--- src/sv/pogb_pkg.sv ---
`timescale 1ns / 1ps
// shared types, constants and a helper function for the occupancy grid binner
// no dependencies

package pogb_pkg;

  localparam int GRID_SIDE_DEF    = 50;
  localparam int CELL_SIZE_MM_DEF = 100;
  localparam int Y_OFFSET_MM_DEF  = 2500;

  localparam int CNT_W     = 8;
  localparam int COORD_W   = 16;
  localparam int COLOUR_W  = 8;
  localparam int LIMIT_W   = 7;
  localparam int CIDX_W    = 12;
  localparam int CFG_IDX_W = 3;
  localparam int CFG_DAT_W = 16;
  // magnitude of a coordinate after offset, before division
  localparam int MAG_W     = 17;

  localparam logic signed [COORD_W-1:0] HEIGHT_LOW_RST  = -16'sd300;
  localparam logic signed [COORD_W-1:0] HEIGHT_HIGH_RST = 16'sd300;
  localparam logic [COLOUR_W-1:0]       COLOUR_THR_RST  = 8'd150;
  localparam logic signed [CNT_W-1:0]   OCC_THR_RST     = 8'sd70;
  localparam logic [LIMIT_W-1:0]        COUNT_LIMIT_RST = 7'd100;

  typedef enum logic [CFG_IDX_W-1:0] {
    CFG_HEIGHT_LOW  = 3'd0,
    CFG_HEIGHT_HIGH = 3'd1,
    CFG_COLOUR_THR  = 3'd2,
    CFG_OCC_THR     = 3'd3,
    CFG_COUNT_LIMIT = 3'd4
  } cfg_idx_t;

  typedef struct packed {
    logic clr_we;
    logic latch;
    logic mul;
    logic chk;
    logic fix;
    logic idx;
    logic rd;
    logic wr;
  } pogb_cmd_t;

  typedef struct packed {
    logic clr_last;
  } pogb_sts_t;

  // value a cell holds after reset and after a read
  function automatic logic signed [CNT_W-1:0] pogb_init_value(input logic [15:0] idx,
                                                              input logic [15:0] side);
    logic [16:0] dbl;
    logic signed [CNT_W-1:0] val;
    dbl = {idx, 1'b0};
    if (idx < side) begin
      val = (dbl > 17'd127) ? 8'sd127 : CNT_W'(dbl);
    end else begin
      val = -8'sd1;
    end
    return val;
  endfunction

endpackage

--- src/sv/pogb_ctrl.sv ---
`timescale 1ns / 1ps
// controller state machine for the occupancy grid binner
// depends on pogb_pkg

module pogb_ctrl
  import pogb_pkg::*;
(
  input  logic      clk,
  input  logic      rst_n,
  input  logic      start,
  input  logic      in_kind,
  input  pogb_sts_t sts,
  output pogb_cmd_t cmd,
  output logic      busy
);

  typedef enum logic [7:0] {
    S_CLEAR = 8'b0000_0001,
    S_IDLE  = 8'b0000_0010,
    S_MUL   = 8'b0000_0100,
    S_CHK   = 8'b0000_1000,
    S_FIX   = 8'b0001_0000,
    S_IDX   = 8'b0010_0000,
    S_RD    = 8'b0100_0000,
    S_WR    = 8'b1000_0000
  } state_t;

  state_t state_r, state_nxt;

  always_ff @(posedge clk) begin
    if (!rst_n) begin
      state_r <= S_CLEAR;
    end else begin
      state_r <= state_nxt;
    end
  end

  always_comb begin
    state_nxt = state_r;
    cmd       = '0;
    unique case (state_r)
      S_CLEAR: begin
        cmd.clr_we = 1'b1;
        if (sts.clr_last) begin
          state_nxt = S_IDLE;
        end
      end
      S_IDLE: begin
        if (start) begin
          cmd.latch = 1'b1;
          state_nxt = in_kind ? S_RD : S_MUL;
        end
      end
      S_MUL: begin
        cmd.mul   = 1'b1;
        state_nxt = S_CHK;
      end
      S_CHK: begin
        cmd.chk   = 1'b1;
        state_nxt = S_FIX;
      end
      S_FIX: begin
        cmd.fix   = 1'b1;
        state_nxt = S_IDX;
      end
      S_IDX: begin
        cmd.idx   = 1'b1;
        state_nxt = S_RD;
      end
      S_RD: begin
        cmd.rd    = 1'b1;
        state_nxt = S_WR;
      end
      S_WR: begin
        cmd.wr    = 1'b1;
        state_nxt = S_IDLE;
      end
      default: begin
        state_nxt = S_CLEAR;
      end
    endcase
  end

  assign busy = (state_r != S_IDLE);

  a_wr_to_idle: assert property (@(posedge clk) disable iff (!rst_n)
    state_r == S_WR |=> state_r == S_IDLE)
    else $error("write state not followed by idle");

  a_point_path: assert property (@(posedge clk) disable iff (!rst_n)
    (start && !busy && !in_kind) |=> state_r == S_MUL)
    else $error("point transaction did not enter multiply state");

  a_read_path: assert property (@(posedge clk) disable iff (!rst_n)
    (start && !busy && in_kind) |=> state_r == S_RD)
    else $error("read transaction did not go to memory read");

  a_clear_done: assert property (@(posedge clk) disable iff (!rst_n)
    (state_r == S_CLEAR && sts.clr_last) |=> state_r == S_IDLE)
    else $error("clearing pass did not end in idle");

endmodule

--- config.mk ---
export PLATFORM = sky130hd
export DESIGN_NAME = pogb_ctrl
export DESIGN_NICKNAME = d
export VERILOG_FILES = /design/src/sv/pogb_pkg.sv /design/src/sv/pogb_ctrl.sv
export SDC_FILE = /design/constraint.sdc
export NUM_CORES = 1
export LEC_CHECK = 0
export BUFFER_PORTS_ARGS = -buffer_cell sky130_fd_sc_hd__buf_2
export CAP_MARGIN = 30
export CORE_AREA = 2 2 39 41
export DETAILED_ROUTE_END_ITERATION = 6
export DIE_AREA = 0 0 41 43
export GPL_TIMING_DRIVEN = 0
export SLEW_MARGIN = 20
export SYNTH_ARGS = -nofsm -noshare
export SYNTH_HDL_FRONTEND = slang
export SYNTH_SLANG_ARGS = --single-unit
--- constraint.sdc ---
create_clock -name clk -period 4.4 [get_ports clk]
set_clock_uncertainty 0.15 [all_clocks]
set_input_delay 0.22 -clock clk [delete_from_list [all_inputs] [get_ports clk]]
set_output_delay 0.22 -clock clk [all_outputs]
set_load 0.05 [all_outputs]
==> flow_summary.toml, run 1 <==
[status]
status = "completed"

[global_route]
antenna_found_initial = 0
grt_overflow = 0
grt_use_total_pct = 13.0
grt_pass1_wl_mm = 1.52
grt_pass1_vias = 368
grt_max_degree = 8

[floorplanning]
die_x_um = 41
rows = 14
die_area_um2 = 1760
core_um2 = 1380
die_h_um = 43
ios = 14
initial_core_util_pct = 32.6

[finish]
multi_input_area_um2 = 269
nets = 75
final_common_cell = "buf_2"
fillCellCount = 149
final_cell_count_no_fill = 84
syn_to_final_growth_pct = 23.8
layout_common_cells = "13 x buf_2, 8 x dfxtp_1, 5 x nor2_1, 5 x inv_1, 5 x nand2_1"
antennaDiodeCount = 0
largest-register = "state_r"
top_regs = "state_r: 8 flops"
largest_register_ffs = 8
seqCellArea_um2 = 160
layout-drive-gt1-share_pct = 32.4

[logic_synthesis]
synthesis.area_um2 = 452
ys_ff_latch = 8
netlist_instances = 52
syn-num-nets = 57
ys_types = 25
syn_area_per_cell_um2 = 8.69
yosys_most_used_dff = "dfxtp_1"
yosys_warnings = 0
synth-edff-count = 0
async_flop_share_pct = 0
yosysSeqAreaShare_pct = 35.5

[clock_tree]
cts.sinks = 8
cts_setup_buffers = 0
cts_resized = 0
worstSkewPairLatency_ns = 0.27
cts_root_buf = "clkbuf_4"
cts.path.max_buffers = 2
hold_buffers = 0
cts_buffers = 3
htree_levels = 1
cts_tree = "done"
clk_pin_slew_ns = 0.06

[detailed_routing]
drtPass1Iterations = 4
drt-total-wl_um = 921
drtIter0Drc = 4
wl_per_cell_um = 11.0
drc = 0
dr_total_vias = 416
via_per_inst = 4.95
postRouteAntennaNets = 0

[timing]
setup-violations-final = 0
finalCriticalPeriod_ns = 2.08
period_share_pct = 47.2
drv_slew = 0
relSlewSlack_pct = 70.8
rsz0062_at_grt = "no"
tightest_slew_ns = 0.435
fin_tns_setup_ns = 0
timing.fmax_ghz = 0.481
hold_viol_final = 0

[critical_path]
crit_path_top_delay_cell = "nor4_2"
cp-endpoint = "cmd[5]"
worstRegToRegCells = 4
crit_path_end_kind = "output port"
r2r_setup_slack_ns = 2.77
r2r_end = "state_r[3]$_SDFFE_PN0P_"
worstSetupPathType = "reg -> out"
crit_required_ns = 4.03
max_stage_delay_ns = 0.43
cp.arrival_ns = 1.71
crit_path_start = "state_r[1]$_SDFFE_PN0P_"
critPathLaunchType = "register"
worstPathCellList = "nor4_2 > nand2_1 > nor3b_1 > buf_2"
crit_path_max_fanout = 5
reg2reg_from = "state_r[2]$_SDFFE_PN0P_"

[power_and_ir_drop]
ir_drop_v = 0.000132
leakage_uw = 0.000255
power_density_nw_per_um2 = 356
power_uw = 199

[place]
dp_hpwl_um = 714
routabilityCongestion = 0.760
port_buffers = 13
placed_cells = 81

[hold_path]
min-delay-start = "in_kind"
hold_path.class = "in -> reg"
worstHoldPathCells = 3

[job]
cap_violations = 0
-- layer usage --
metal	track usage, %	share of wire [%]	vias up
li1	-	-	219
met1	17.9	52	183
met2	16.6	40	11
met3	3.14	5.1	3
met4	10.0	2.3	0
met5	0	0	-
-- final cells by class --
| class | count | share of cell area [%] |
|---|---|---|
| clock buffer | 3 | 4.03 |
| inverter | 6 | 4.03 |
| multi-input combinational | 38 | 48.1 |
| sequential | 8 | 28.6 |
| tap | 16 | 3.58 |
| timing repair buffer | 13 | 11.6 |
-- cells by family after synthesis --
group / share of synthesized area [%]
AOI/OAI and AO/OA: 9.42
and+or+nand+nor: 46.3
buffers and inverters: 4.99
xor gates and xnor gates: 3.88
DFF: 35.5
-- stage by stage --
stage	cell area [um^2]	setup slack (ns)	hold slack [ns]	utilization (%)
global route	559	2.20	0.0820	40.4
global placement	537	2.61	0.348	38.8
detailed placement	537	2.60	0.345	38.8
floorplan	452	2.01	0.210	-
CTS	559	2.31	0.0669	40.4
finish	559	2.32	0.0680	40.4
-- Yosys cell counts, drive strengths merged, types with 2 or more instances --
cell type  instances  area, um^2
dfxtp              8         160
nor4               3        40.0
nor2b              2        12.5
nand2              5        18.8
inv                6        22.5
nor3b              3        22.5
nor2               6        30.0
nor4b              2        17.5
o21ai              2        10.0
a21oi              3        15.0
nand4b             3        26.3
-- worst max-delay path: cells and delay by family (launching register included) --
family                 cells  cell delay, ns
AND/OR/NAND/NOR            3            0.81
flip-flops                 1            0.35
buffers and inverters      1            0.29
-- power breakdown --
group	leakage, uW	internal, uW	switching, uW	total, uW
clock network	0.0000138	31.5	28.8	60.3
logic	0.000177	17.6	38.2	55.8
registers	0.0000650	76.8	6.09	82.9
total	0.000255	126	73.1	199
-- worst min path at each step --
stage	to	slack [ns]
2_1_floorplan	state_r[6]$_SDFFE_PN0P_	0.21
3_3_place_gp	state_r[6]$_SDFFE_PN0P_	0.35
3_5_place_dp	state_r[6]$_SDFFE_PN0P_	0.34
4_1_cts	state_r[6]$_SDFFE_PN0P_	0.07
5_1_grt	state_r[6]$_SDFFE_PN0P_	0.08
6_report	state_r[6]$_SDFFE_PN0P_	0.07
Note: power is estimated with default switching activity, not from simulation.
==> run 2, diff against run 1 <==
==> constraint.sdc (replaced) <==
create_clock -name clk -period 2.1 [get_ports clk]
set_clock_uncertainty 0.15 [all_clocks]
set_input_delay 0.105 -clock clk [delete_from_list [all_inputs] [get_ports clk]]
set_output_delay 0.105 -clock clk [all_outputs]
set_load 0.05 [all_outputs]
==> flow_summary.toml, run 2 (synthesized netlist as in run 1, its figures left out) <==
[power_and_ir_drop]
swShare_pct = 36.1
ir_drop_v = 0.000296
power_density_nw_per_um2 = 701
seq_power_share_pct = 41.6
combPwrFrac_pct = 29.2
switchingPower_uw = 151
intPower_uw = 266
leakage_uw = 0.000266
pwr-share-clk_pct = 29.2

[finish]
layout_common_cells = "13 x buf_2, 8 x dfxtp_1, 5 x nor2_1, 5 x inv_1, 5 x nand2_1"
largest-register = "state_r"
nets = 77
layout-drive-gt1-share_pct = 35.7
finish.instance_area_um2 = 594
top_regs = "state_r: 8 flops"
syn_to_final_growth_pct = 31.6
antennaDiodeCount = 0
largest_register_ffs = 8
final_common_cell = "buf_2"

[timing]
fin_tns_setup_ns = 0
drv_slew = 0
period_share_pct = 94.4
timing.fmax_ghz = 0.504
finalCriticalPeriod_ns = 1.98
setup-violations-final = 0
hold_viol_final = 0
tightest_slew_ns = 0.408
post-route-worst-setup-slack_ns = 0.117
rsz0062_at_grt = "no"
relSlewSlack_pct = 72.6

[floorplanning]
core_um2 = 1380
die_x_um = 41
die_area_um2 = 1760
die_h_um = 43
ios = 14
initial_core_util_pct = 32.6
rows = 14

[critical_path]
worstSetupPathType = "reg -> out"
r2r_setup_slack_ns = 0.45
r2r_end = "state_r[0]$_SDFFE_PN1P_"
cp_num_buf_inv = 2
cpLargestDelayFamily = "simple AND/OR/NAND/NOR gates"
crit_required_ns = 1.85
crit_path_start = "state_r[2]$_SDFFE_PN0P_"
critPathLaunchType = "register"
cp.arrival_ns = 1.73
crit_path_max_fanout = 7
max_stage_delay_ns = 0.42
crit_path_top_delay_cell = "nor4_4"
crit_path_end_kind = "output port"
worstPathCellList = "nor4_4 > and3_4 > inv_2 > nor2_4 > buf_2"
worstRegToRegCells = 4
reg2reg_from = "state_r[2]$_SDFFE_PN0P_"

[global_route]
antenna_found_initial = 0
grt_pass1_wl_mm = 1.61
grt_overflow = 0
grt_pass1_vias = 401
grt_max_degree = 8
grt_use_total_pct = 13.4

[clock_tree]
cts_root_buf = "clkbuf_4"
worstSkewPairLatency_ns = 0.26
clk_pin_slew_ns = 0.06
cts.path.max_buffers = 2
cts_tree = "done"
htree_levels = 1
cts.sinks = 8
cts_buffers = 3
cts_setup_buffers = 0

[detailed_routing]
drc = 0
drt-total-wl_um = 954
wl_per_cell_um = 11.1
drtIter0Drc = 5
drtPass1Iterations = 4
postRouteAntennaNets = 0
via_per_inst = 5.08
dr_total_vias = 437

[status]
status = "completed"

[job]
cap_violations = 0

[hold_path]
min-delay-start = "start"
holdPathEnd = "state_r[1]$_SDFFE_PN0P_"
hold_path.class = "in -> reg"
worstHoldPathCells = 4

[place]
port_buffers = 13
place_area_um2 = 552
place_ws_ns = 0.407
routabilityCongestion = 0.755
dp_hpwl_um = 742
[run 2: cell count changes in the layout (fill, tap and decap cells not counted), sizes merged]
cell	delta
dlygate4sd3	+2
[run 2: area by class of cell]
cell class                 count  area (um^2)
multi-input combinational     38          284
sequential                     8          160
timing repair buffer          15         85.1
inverter                       6         22.5
clock buffer                   3         22.5
tap                           16         20.0
fill                         144          790
[run 2: how the worst max path moves through the flow]
stage,to,cells past startpoint
after floorplan,cmd[5],3
after global placement,cmd[6],5
after detailed placement,cmd[6],5
after CTS,cmd[6],5
after global routing,cmd[5],4
final,cmd[6],5
[run 2: routing by layer]
metal	GRT usage [%]	vias up	part of all wire, %
met2	20.0	12	42
met3	1.57	5	3.1
met1	16.5	198	51
met4	10.0	0	3.9
met5	0	-	0
li1	-	222	-
[run 2: repair_timing]
action / CTS / global route
endpoints found under the hold margin: 2 / 0
resized for setup: 0 / 0
hold buffers: 2 / 0
setup endpoints to repair: 0 / 0
[run 2: worst min-delay path, delay by kind of cell]
kind	cells	cell delay, ns
simple gates	1	0.07
compound gates	1	0.06
buf+inv	2	0.14
[run 2: power by group through the flow]
stage          sequential, uW  combinational [uW]  clock [uW]
2_1_floorplan             173                94.9           0
3_3_place_gp              176                 118           0
3_5_place_dp              177                 119           0
4_1_cts                   173                 122         124
5_1_grt                   175                 134         128
6_report                  173                 122         122
[run 2: stage by stage]
stage | hold slack (ns) | power (uW) | std cells | utilization [%]
final | 0.0205 | 417 | 86 | 42.9
after global routing | 0.0489 | 437 | 86 | 42.9
after CTS | 0.0228 | 420 | 86 | 42.9
after detailed placement | 0.226 | 296 | 81 | 39.9
after global placement | 0.234 | 295 | 81 | 39.9
after floorplan | 0.0955 | 268 | 52 | -
